<file path="config.mk">
export PLATFORM = sky130hd
export DESIGN_NAME = atg_ctrl
export DESIGN_NICKNAME = d
export VERILOG_FILES = /design/src/design/atg_pkg.sv /design/src/design/atg_ctrl.sv
export SDC_FILE = /design/constraint.sdc
export NUM_CORES = 1
export LEC_CHECK = 0
export ABC_AREA = 1
export BUFFER_PORTS_ARGS = -buffer_cell sky130_fd_sc_hd__buf_2
export CORE_MARGIN = 1
export CORE_UTILIZATION = 50
export CTS_CLUSTER_SIZE = 24
export DETAILED_ROUTE_END_ITERATION = 6
export GPL_TIMING_DRIVEN = 0
export PLACE_DENSITY = 0.79
export SETUP_SLACK_MARGIN = 0.2
export SLEW_MARGIN = 10
export SYNTH_ARGS = -nofsm -noshare
export SYNTH_HDL_FRONTEND = slang
export SYNTH_SLANG_ARGS = --single-unit
</file>
<file path="constraint.sdc">
create_clock -name clk -period 3.62 [get_ports clk]
set_clock_uncertainty 0.2 [all_clocks]
set_input_delay 0.362 -clock clk [delete_from_list [all_inputs] [get_ports clk]]
set_output_delay 0.362 -clock clk [all_outputs]
set_load 0.02 [all_outputs]
</file>
<file path="src/design/atg_pkg.sv">
// Shared types and constants for the arc tower grid generator.
package atg_pkg;

  localparam int unsigned IDX_W  = 27;
  localparam int unsigned BASE_W = 32;
  localparam int unsigned CNT_W  = 6;
  localparam int unsigned SUM_W  = 32;
  localparam int unsigned SQ_W   = 64;
  localparam int unsigned HP_W   = 75;

  localparam logic [CNT_W-1:0] H_MIN  = 6'd32;
  localparam logic [CNT_W-1:0] H_LAST = 6'd45;
  localparam logic [CNT_W-1:0] H_MAX  = 6'd46;

  typedef enum logic [2:0] {
    MUL_JS = 3'd0,
    MUL_RR = 3'd1,
    MUL_XX = 3'd2,
    MUL_YY = 3'd3,
    MUL_HS = 3'd4
  } mul_sel_t;

  typedef struct packed {
    logic     load_in;
    mul_sel_t mul_sel;
    logic     ld_x;
    logic     ld_rsq;
    logic     ld_x2;
    logic     sq_init;
    logic     sq_step;
    logic     rnd;
    logic     ld_ysq;
    logic     h_init;
    logic     h_step;
    logic     ld_hs;
    logic     mark_done;
    logic     emit;
  } atg_cmd_t;

  typedef struct packed {
    logic fin;
    logic x_gt_r;
    logic sq_last;
    logic h_found;
    logic h_last;
    logic walk_end;
    logic out_free;
  } atg_sts_t;

endpackage

</file>
<file path="src/design/atg_ctrl.sv">
// Sequencer for the arc tower grid generator.
module atg_ctrl
  import atg_pkg::*;
(
  input  logic     clk,
  input  logic     rst,
  input  logic     in_valid,
  output logic     in_stall,
  input  atg_sts_t sts,
  output atg_cmd_t cmd
);

  typedef enum logic [11:0] {
    S_IDLE  = 12'b000000000001,
    S_XMUL  = 12'b000000000010,
    S_RSQ   = 12'b000000000100,
    S_XSQ   = 12'b000000001000,
    S_SQI   = 12'b000000010000,
    S_SQRT  = 12'b000000100000,
    S_RND   = 12'b000001000000,
    S_YSQ   = 12'b000010000000,
    S_HINIT = 12'b000100000000,
    S_HGT   = 12'b001000000000,
    S_CHK   = 12'b010000000000,
    S_EMIT  = 12'b100000000000
  } state_t;

  state_t state, state_next;

  assign in_stall = (state != S_IDLE);

  always_comb begin
    state_next = state;
    cmd = '0;
    cmd.mul_sel = MUL_JS;
    case (state)
      S_IDLE: begin
        if (in_valid) begin
          cmd.load_in = 1'b1;
          state_next = S_XMUL;
        end
      end
      S_XMUL: begin
        if (sts.fin) begin
          cmd.mark_done = 1'b1;
          state_next = S_EMIT;
        end else begin
          cmd.mul_sel = MUL_JS;
          cmd.ld_x = 1'b1;
          state_next = S_RSQ;
        end
      end
      S_RSQ: begin
        if (sts.x_gt_r) begin
          cmd.mark_done = 1'b1;
          state_next = S_EMIT;
        end else begin
          cmd.mul_sel = MUL_RR;
          cmd.ld_rsq = 1'b1;
          state_next = S_XSQ;
        end
      end
      S_XSQ: begin
        cmd.mul_sel = MUL_XX;
        cmd.ld_x2 = 1'b1;
        state_next = S_SQI;
      end
      S_SQI: begin
        cmd.sq_init = 1'b1;
        state_next = S_SQRT;
      end
      S_SQRT: begin
        cmd.sq_step = 1'b1;
        if (sts.sq_last) state_next = S_RND;
      end
      S_RND: begin
        cmd.rnd = 1'b1;
        state_next = S_YSQ;
      end
      S_YSQ: begin
        cmd.mul_sel = MUL_YY;
        cmd.ld_ysq = 1'b1;
        state_next = S_HINIT;
      end
      S_HINIT: begin
        cmd.h_init = 1'b1;
        state_next = S_HGT;
      end
      S_HGT: begin
        cmd.h_step = 1'b1;
        if (sts.h_found || sts.h_last) state_next = S_CHK;
      end
      S_CHK: begin
        cmd.mul_sel = MUL_HS;
        cmd.ld_hs = 1'b1;
        state_next = S_EMIT;
      end
      S_EMIT: begin
        // walk_end is checked here once tower height times side is registered
        if (sts.out_free) begin
          if (sts.walk_end) cmd.mark_done = 1'b1;
          cmd.emit = 1'b1;
          state_next = S_IDLE;
        end
      end
      default: state_next = S_IDLE;
    endcase
  end

  always_ff @(posedge clk) begin
    if (rst) begin
      state <= S_IDLE;
    end else begin
      state <= state_next;
    end
  end

endmodule

</file>
==> impl_results.md <==
- Post-synth EDFFs: 0
- Flip-flop and latch area: ~240 sq um
- DP Area: 1003 sq um
- Synth area leaders: dfxtp_1, nand2_1, inv_1
- WHS Path Cells: 2
- Die area: 1876 sq um
- Cell row count: 14
- Crit path DAT: 1540 ps
- Leading area contributor after synthesis: dfxtp_1
- Starting Density: between 50 and 60%
- GRT overflow: 0
- N_diodes: 0
- Fillers: ~140
- Number of synthesized register bits: 12
- Top cells by count, synth: nand2_1, inv_1, nor2_1
- Layout cells sized above 1: 31.87%
- Most common cell in the netlist: nand2_1
- Syn Nets: roughly 140
- DRT antenna net count: 0
- Final Hold Fails: 0
- First DRT Iteration DRCs: 33
- TritonRoute pass-1 iters: 5
- Hold EP: state[2]$_SDFFE_PP0P_
- Final min period: 2103 ps
- Initial antenna violation count: 0
- Max clock buf depth: 2
- # H-tree levels: 1
- Cell family with most CP delay: simple AND/OR/NAND/NOR gates
- Ports: 27
- Hold crit path type: primary input to flop
- Post-CTS sizing: 0
- P per Cell Area: 517.8 nW/um^2
- Register area share after synthesis: between 20 and 30%
- Post-synth cell types: 18
- Drc violations: 0
- Worst r2r path cells: 8
- Largest net degree at the start of global routing: 10
- RSZ-0062 raised after global routing: no
- Synth Area per Inst: 6.514 sq um
- Total GRT Usage: 22.36%
- Synth Instances: 131
- Setup Viol. Count Final: 0
- Worst vdd ir: about 400 uV
- RR Endpoint: state[10]$_SDFFE_PP0P_
- Post-Route WL: ~1.8 mm
- Fin cells: 176
- Clock latency on the worst-skew pair: 270 ps
- Post-synth top area share: 28.15%
- Top reg by flops: state
- Largest regs: state: 12 flops
- Slew @ Worst Pin: 281.2 ps
- Max cap viols: 0
- Crit path capture type: output port
- Inst Count DP: ~170
- Max-slew headroom: approximately four fifths
- CTS tree: built
- Leakage: 0.6226 nW
- Critical Path Stages: 8
- Fmax: 0.4754 GHz
- Final instance area: 1026 sq um
- Die Height: ~43 um
- Hold Buf Count CTS: 0
- Worst hold start: sts[6]
- Status: completed
- Vias/cell: about 5
- WP buf/inv: 1
- First-pass GRT wire length: about 3.2 mm
- Number of global-route vias before repair: 783
- Die X: around 43 um
- Post-synth ARST share: 0%
- Hold Worst Slack: 84.49 ps
- R2R Setup Slk: 2080 ps
- Slowest Stage Delay on Critical Path: 350 ps
- Fin crit share: 58.10%
- CP Max Fanout: 6
- Worst path required time: ~3100 ps
- Root Driver: clkbuf_4
- Port bufs: 26
- Final setup TNS: 0 ps
- Number of flip-flops in the largest register: 12
- Yosys warns: 0
- Via count: 877
- Num CTS Buffers: 3
- Clock Sinks: 12
- RePlAce Congestion: 0.8667
- Per-cell routed wire length: 10.50 um
- Layout overhead on the synthesized area: 20.23%
- Most used DFF post-synth: dfxtp_1
- Worst path cell trace: nor2_4, nand2_4, nor2_4, nand2_1, nor2_1, nand2_1, nand3_1, buf_2
- CTS clk-pin slew, worst paths: 70 ps
- Post-DP HPWL: 1.495 mm
- Slew Viols, Final: 0
- Post-CTS setup buffer count: 0
- Worst R2R Start: state[11]$_SDFFE_PP0P_
- Syn Std Cell Area: 853.3 sq um
- Tot Pwr: 0.5313 mW
- Crit path launch type: flop
- Core box area: about 1500 sq um
- Critical path class: flop to output port
- CP max stage cell: dfxtp_1
- Multi-input gate area: 508.0 sq um
- Final nets: ~170
==> layout make-up <==
cell class                      instances  area share [%]
Multi-Input combinational cell         91           49.51
Sequential cell                        12           23.41
Timing Repair Buffer                   26           12.68
Inverter                               28           10.24
Clock buffer                            3           2.195
Tap cell                               16           1.951
==> logic make-up after synthesis <==
kind of cell	count (synthesis)	synth area share, %
flops	12	28.15
compound gates	9	5.278
buf+inv	28	12.32
simple gates	82	54.25
==> how the worst max path moves through the flow <==
stage / startpoint / endpoint / slack [ps]
after global routing: state[2]$_SDFFE_PP0P_ / cmd[1] / 1440
after floorplan: state[0]$_SDFFE_PP1P_ / cmd[1] / 1700
after CTS: state[2]$_SDFFE_PP0P_ / cmd[1] / 1520
after detailed placement: state[2]$_SDFFE_PP0P_ / cmd[1] / 1820
after global placement: state[2]$_SDFFE_PP0P_ / cmd[1] / 1840
final: state[2]$_SDFFE_PP0P_ / cmd[1] / 1520
==> worst reg2reg max path, stage by stage, from the launching register on <==
cell and delay (ps):
dfxtp_1 330, nor2_2 180, nand2_4 120, nor2_8 190
nand3_2 100, nand2_1 120, nor2_4 70, nand2_2 70
a21oi_1 50
==> cell usage in the layout (no fill, tap or decap) <==
cell type   n
nand2_2     2
inv_2       1
a21oi_1     5
nand2_4     3
clkbuf_4    3
nand3_1     9
nor2_4      6
nand4_1     1
nand2_1    28
inv_1      27
nand3_2     4
nor3_2      1
buf_2      26
nor2_8      1
nor3_1      4
nor4_2      1
nor2_2      3
o21ai_0     4
nor2_1     19
dfxtp_1    12
==> metal layers <==
layer / GRT usage (%) / up-vias / part of all wire, %
li1: - / 458 / -
met1: 30.99 / 384 / 47
met2: 34.03 / 29 / 45
met3: 2.553 / 6 / 6.3
met4: 11.52 / 0 / 1.5
met5: 0 / - / 0
==> power by group <==
| part | internal, mW | total (mW) | switching [mW] |
|---|---|---|---|
| Clock | 0.0385 | 0.0787 | 0.0402 |
| Combinational | 0.0957 | 0.286 | 0.191 |
| Sequential | 0.150 | 0.166 | 0.0162 |
==> through the flow <==
stage               utilization, %  setup WS (ps)
floorplan                        -           1697
global placement             65.10           1842
detailed placement           65.10           1820
CTS                          66.56           1517
global route                 66.56           1444
finish                       66.56           1517
(Power assumes the default switching activity.)
