==> src/design/atg_pkg.sv <==
// Shared types and constants for the arc tower grid generator.
package atg_pkg;

  localparam int unsigned IDX_W  = 27;
  localparam int unsigned BASE_W = 32;
  localparam int unsigned CNT_W  = 6;
  localparam int unsigned SUM_W  = 32;
  localparam int unsigned SQ_W   = 64;
  localparam int unsigned HP_W   = 75;

  localparam logic [CNT_W-1:0] H_MIN  = 6'd32;
  localparam logic [CNT_W-1:0] H_LAST = 6'd45;
  localparam logic [CNT_W-1:0] H_MAX  = 6'd46;

  typedef enum logic [2:0] {
    MUL_JS = 3'd0,
    MUL_RR = 3'd1,
    MUL_XX = 3'd2,
    MUL_YY = 3'd3,
    MUL_HS = 3'd4
  } mul_sel_t;

  typedef struct packed {
    logic     load_in;
    mul_sel_t mul_sel;
    logic     ld_x;
    logic     ld_rsq;
    logic     ld_x2;
    logic     sq_init;
    logic     sq_step;
    logic     rnd;
    logic     ld_ysq;
    logic     h_init;
    logic     h_step;
    logic     ld_hs;
    logic     mark_done;
    logic     emit;
  } atg_cmd_t;

  typedef struct packed {
    logic fin;
    logic x_gt_r;
    logic sq_last;
    logic h_found;
    logic h_last;
    logic walk_end;
    logic out_free;
  } atg_sts_t;

endpackage

==> src/design/atg_dp.sv <==
// Datapath: walk state, shared multiplier, serial square root, height search.
module atg_dp
  import atg_pkg::*;
#(
  parameter int unsigned SIDE_LEN    = 64,
  parameter int unsigned RADIUS_BITS = 32
) (
  input  logic              clk,
  input  logic              rst,
  input  logic              cfg_we,
  input  logic [31:0]       cfg_data,
  input  logic              restart,
  input  logic              out_stall,
  input  atg_cmd_t          cmd,
  output atg_sts_t          sts,
  output logic              out_valid,
  output logic [IDX_W-1:0]  tower_index,
  output logic [BASE_W-1:0] base_height,
  output logic [CNT_W-1:0]  tile_count,
  output logic [SUM_W-1:0]  tile_offset,
  output logic [BASE_W-1:0] delta_from_previous,
  output logic              done_res
);

  localparam int unsigned SW  = $clog2(SIDE_LEN + 1);
  localparam int unsigned XW  = IDX_W + SW;
  localparam int unsigned HSW = CNT_W + SW;
  localparam int unsigned CW  = ((XW > 34) ? XW : 34) + 1;
  localparam logic [31:0] RMASK = 32'((64'd1 << RADIUS_BITS) - 64'd1);
  localparam logic [IDX_W-1:0] IDX_LAST = '1;

  logic [31:0]       radius;
  logic [IDX_W-1:0]  tower_counter;
  logic [BASE_W-1:0] previous_base;
  logic [SUM_W-1:0]  running_tiles;
  logic              finished;
  logic              is_done;

  logic [XW-1:0]     x;
  logic [SQ_W-1:0]   rsq;
  logic [SQ_W-1:0]   x2;
  logic [SQ_W-1:0]   sq_v;
  logic [SQ_W-1:0]   sq_root;
  logic [SQ_W-1:0]   sq_bit;
  logic [4:0]        sq_cnt;
  logic [BASE_W-1:0] y;
  logic [SQ_W-1:0]   ysq;
  logic [HP_W-1:0]   hp;
  logic [HP_W-1:0]   hq;
  logic [HP_W-1:0]   ht;
  logic [CNT_W-1:0]  h;
  logic [HSW-1:0]    hs;

  logic [31:0]       r_eff;
  logic [31:0]       mul_a, mul_b;
  logic [63:0]       prod;
  logic [SQ_W-1:0]   sq_t;
  logic [BASE_W-1:0] y_rnd;
  logic [CW-1:0]     end_lhs;

  assign r_eff = radius & RMASK;

  always_comb begin
    case (cmd.mul_sel)
      MUL_JS: begin mul_a = 32'(tower_counter); mul_b = 32'(SIDE_LEN);  end
      MUL_RR: begin mul_a = r_eff;              mul_b = r_eff;          end
      MUL_XX: begin mul_a = 32'(x);             mul_b = 32'(x);         end
      MUL_YY: begin mul_a = y;                  mul_b = y;              end
      MUL_HS: begin mul_a = 32'(h);             mul_b = 32'(SIDE_LEN);  end
      default: begin mul_a = '0;                mul_b = '0;             end
    endcase
  end
  assign prod = 64'(mul_a) * 64'(mul_b);

  assign sq_t  = sq_root + sq_bit;
  assign y_rnd = sq_root[BASE_W-1:0] + BASE_W'(sq_v > sq_root);
  assign end_lhs = CW'(y) + CW'(hs) + CW'(2 * SIDE_LEN);

  assign sts.fin      = finished;
  assign sts.x_gt_r   = CW'(x) > CW'(r_eff);
  assign sts.sq_last  = (sq_cnt == 5'd0);
  assign sts.h_found  = (hp >= ht);
  assign sts.h_last   = (h == H_LAST);
  assign sts.walk_end = is_done || (end_lhs <= CW'(x));
  assign sts.out_free = !out_valid || !out_stall;

  always_ff @(posedge clk) begin
    if (cmd.ld_x)   x   <= XW'(prod);
    if (cmd.ld_rsq) rsq <= prod;
    if (cmd.ld_x2)  x2  <= prod;
    if (cmd.sq_init) begin
      sq_v    <= rsq - x2;
      sq_root <= '0;
      sq_bit  <= SQ_W'(1) << (SQ_W - 2);
      sq_cnt  <= 5'd31;
    end
    if (cmd.sq_step) begin
      if (sq_v >= sq_t) begin
        sq_v    <= sq_v - sq_t;
        sq_root <= (sq_root >> 1) + sq_bit;
      end else begin
        sq_root <= sq_root >> 1;
      end
      sq_bit <= sq_bit >> 2;
      sq_cnt <= sq_cnt - 5'd1;
    end
    if (cmd.rnd) begin
      if (tower_counter != '0 && y_rnd > previous_base) y <= previous_base;
      else y <= y_rnd;
    end
    if (cmd.ld_ysq) ysq <= prod;
    if (cmd.h_init) begin
      hp <= '0;
      hq <= (HP_W'(ysq) << 6) + HP_W'(ysq);
      ht <= HP_W'(x2) << 10;
      h  <= H_MIN;
    end
    if (cmd.h_step && !sts.h_found) begin
      if (sts.h_last) begin
        h <= H_MAX;
      end else begin
        hp <= hp + hq;
        hq <= hq + (HP_W'(ysq) << 1);
        h  <= h + CNT_W'(1);
      end
    end
    if (cmd.ld_hs) hs <= HSW'(prod);
    if (cmd.emit) begin
      tower_index <= tower_counter;
      tile_offset <= running_tiles;
      if (sts.walk_end || cmd.mark_done) begin
        base_height         <= '0;
        tile_count          <= '0;
        delta_from_previous <= '0;
        done_res            <= 1'b1;
      end else begin
        base_height         <= y;
        tile_count          <= h;
        delta_from_previous <= (tower_counter == '0) ? '0 : previous_base - y;
        done_res            <= 1'b0;
      end
    end
  end

  always_ff @(posedge clk) begin
    if (rst) begin
      radius        <= '0;
      tower_counter <= '0;
      previous_base <= '0;
      running_tiles <= '0;
      finished      <= 1'b0;
      is_done       <= 1'b0;
      out_valid     <= 1'b0;
    end else begin
      if (cfg_we) radius <= cfg_data;
      if (cmd.load_in) begin
        is_done <= 1'b0;
        if (restart) begin
          tower_counter <= '0;
          previous_base <= '0;
          running_tiles <= '0;
          finished      <= 1'b0;
        end
      end
      if (cmd.mark_done) is_done <= 1'b1;
      if (cmd.emit) begin
        if (sts.walk_end) begin
          finished <= 1'b1;
        end else begin
          previous_base <= y;
          running_tiles <= running_tiles + SUM_W'(h);
          if (tower_counter == IDX_LAST) finished <= 1'b1;
          else tower_counter <= tower_counter + IDX_W'(1);
        end
        out_valid <= 1'b1;
      end else if (!out_stall) begin
        out_valid <= 1'b0;
      end
    end
  end

endmodule

==> config.mk <==
export PLATFORM = sky130hd
export DESIGN_NAME = atg_dp
export DESIGN_NICKNAME = d
export VERILOG_FILES = /design/src/design/atg_pkg.sv /design/src/design/atg_dp.sv
export SDC_FILE = /design/constraint.sdc
export NUM_CORES = 2
export LEC_CHECK = 0
export BUFFER_PORTS_ARGS = -buffer_cell sky130_fd_sc_hd__buf_2
export CAP_MARGIN = 20
export CORE_MARGIN = 5
export CORE_UTILIZATION = 35
export DETAILED_ROUTE_END_ITERATION = 16
export GPL_ROUTABILITY_DRIVEN = 0
export PLACE_DENSITY = 0.55
export SYNTH_ARGS = -nofsm -noshare
export SYNTH_HDL_FRONTEND = slang
export SYNTH_SLANG_ARGS = --single-unit
==> constraint.sdc <==
create_clock -name clk -period 17.9 [get_ports clk]
set_input_delay 3.58 -clock clk [delete_from_list [all_inputs] [get_ports clk]]
set_output_delay 3.58 -clock clk [all_outputs]
set_load 0.01 [all_outputs]
==> metrics <==
status=completed; hpwl dp=271000 um; total track usage=22.9%; Hold Crit Class=reg2reg; vias in the first global route=roughly 82k; largest area contributor in the netlist=fa_1; final hold slack=0.446 ns; Slew Viols, Final=0; synthesized instance count=between 10k and 15k; Syn-to-layout area delta=8.99%; Ports=191; crit-path most repeated cell=fa_1; CP max FO=38; Worst Setup End Kind=flip-flop; initial antenna violation count=22; non-filler cells, final=14.9k; fin area=0.106 sq mm; MaxCap Viol Count=0; Residual DRC=0; width of the die=537 um; Cells after DPL=around 15k; routed wl met2=151000 um; WL/cell=~23 um; Buf+Inv Stages, Crit Path=5; final setup fails=0; FMAX=67.8 MHz; drt first pass iters=6; core box area=around 0.28 sq mm; CP max-delay cell=nand2_1; syn_nets=13.0k; WL final=339000 um; CTS clk-pin slew, worst paths=0.06 ns; Setup Skew=0.0769 ns; port bufs=190; crit path DAT=15.25 ns; netlist area before placement=0.0973 sq mm; initial DRC count=7631; Avg Cell Area, Syn=8.78 sq um; unrepaired setup endpoints after global routing=false; Worst slew margin=19.2%; register bit total from synthesis=912; crit path kind=in2reg; setup ws final=3.16 ns; Clk Latency, worst-skew pair=around 0.8 ns; top sig layer=met5; Antenna Violating Nets Remaining=0; most frequent cell after synthesis=inv_1; Synth area leaders=fa_1 19%, edfxtp_1 18%, ha_1 12%; Fin Setup TNS=0 ns; pwr dens=approximately 160 mW/mm^2; TritonCTS clock tree=done; initial core utilization=around a third; predominant post-synthesis flop cell=edfxtp_1; Warnings, synthesis=0; Netlist cell types=102; final cycle utilization of the critical path=82.3%; post-CTS repair timing setup buffer count=0; CTS H-tree depth=3; hold_buf cts=0; vias per inst=5.51; first-pass GRT wire length=510000 um; TritonCTS Buffers=106; global route total overflow=0; Top Family by Delay on Critical Path=adder cells; DR vias=approximately 82k; number of synthesized flops with an enable pin=between 500 and 600; Worst EP required=18.41 ns; area of placed instances=between 0.1 and 0.15 sq mm; metal3 WL=29600 um; met1 wire length=145000 um; top post-synthesis cells by count=1590 x inv_1, 1099 x nand2_1, 1014 x nor2_1; CP peak stage delay=around 0.85 ns; die area=0.289 sq mm; LEAKAGE=48.3 nW; nets@finish=13.0k; layout cells sized above 1=5.88%; Root Driver=clkbuf_16; min cycle time layout=14.74 ns; final count of hold timing violations=0; register area share after synthesis=between 20% and 30%; cts repair resizes=0; post-synthesis async set-or-reset flop share=0%; Startpoint Class=primary input; Die H=537 um; slew of the pin with the lowest slew margin=1.21 ns; Peak supply drop=0.000113 V; Longest Clk Path Bufs=3; top cell type's share of synthesized area=18.6%; FP Rows=between 150 and 200; largest net degree at the start of global routing=97; dpl ws=2.66 ns; clk sink count=912
## cells by family (layout without fill, tap and decap cells)
group | after synthesis | in the layout | synth area share [%]
AND/OR/NAND/NOR | 3161 | 3161 | 14.6
AO/OA/AOI/OAI | 2390 | 2390 | 15.4
buffers and inverters | 2068 | 2130 | 8.06
adder cells (fa/ha/maj) | 1851 | 1851 | 30.8
flip-flops | 912 | 912 | 24.6
XOR/XNOR | 553 | 553 | 4.98
multiplexers | 156 | 156 | 1.65
other | 0 | 7 | 0
## flip-flops by register name (all words and copies together), names as in the netlist, 34 cells and up
signal,cells
rsq,64
x2,64
ysq,64
x,34
sq_v,64
sq_root,64
ht,64
hq,75
hp,75
## report_power, final
| part | leakage (nW) | switching [W] | internal (W) | total [W] |
|---|---|---|---|---|
| logic | 37.8 | 0.00651 | 0.00393 | 0.0104 |
| clock network | 1.78 | 0.000982 | 0.00132 | 0.00230 |
| registers | 8.73 | 0.000780 | 0.00300 | 0.00378 |
| total | 48.3 | 0.00827 | 0.00826 | 0.0165 |
## metal layers
| layer | GRT usage, % | vias up |
|---|---|---|
| li1 | - | 37500 |
| met1 | 30.6 | 40600 |
| met2 | 36.4 | 3277 |
| met3 | 5.53 | 637 |
| met4 | 7.73 | 14 |
| met5 | 0 | - |
## worst paths after layout
kind                                      start  depth (start not counted)                 to  slack (ns)
worst min-delay path            x2[6]$_DFFE_PP_                          0   ht[16]$_DFFE_PP_        0.45
worst max-delay path                    cmd[13]                         30  rsq[63]$_DFFE_PP_        3.16
worst max register to register  y[11]$_DFFE_PP_                         31  rsq[63]$_DFFE_PP_        6.40
worst min register to register  x2[6]$_DFFE_PP_                          0   ht[16]$_DFFE_PP_        0.45
## area by class of cell
cell class / count / area, sq um
clock buffer: 146 / 3090
multi-input combinational: 8111 / 65700
timing repair buffer: 323 / 2010
antenna: 7 / 17.5
clock inverter: 55 / 603
tap: 3705 / 4640
inverter: 1606 / 6030
fill: 28100 / 171000
sequential: 912 / 24000
## through the flow
stage	total power, W	util [%]
floorplan	0.0108	-
global placement	0.0139	36.9
detailed placement	0.0140	37.0
CTS	0.0164	38.3
global route	0.0177	38.3
finish	0.0165	38.3
## worst reg2reg max path, delay by kind of cell (launching register included)
family | cells | cell delay, ns
buffers and inverters | 5 | 1.73
AND/OR/NAND/NOR | 6 | 1.04
flip-flops | 1 | 0.54
XOR/XNOR | 1 | 0.12
adder cells (fa/ha/maj) | 9 | 4.51
AO/OA/AOI/OAI | 10 | 3.30
## layout by cell type (no fill, tap or decap), types with 34 or more instances in the layout
cell type	instances
clkbuf_16	116
a21o_1	318
a21oi_1	717
and2_1	92
nand3_1	274
nor4_1	37
dfxtp_1	340
nor2b_1	76
nor2_1	1010
xnor2_1	362
o211ai_1	52
buf_2	187
nand2_1	1097
ha_1	947
o31ai_1	59
o21ai_0	565
mux2i_1	121
mux2_2	35
and3_1	70
nand2b_1	67
o21bai_1	93
xor2_1	185
a31oi_1	123
a211oi_1	85
or3_1	34
inv_1	1588
o21a_1	68
buf_4	128
nand4_1	180
edfxtp_1	572
fa_1	904
nor3_1	106
No activity file was read; power rests on OpenSTA's default activity.
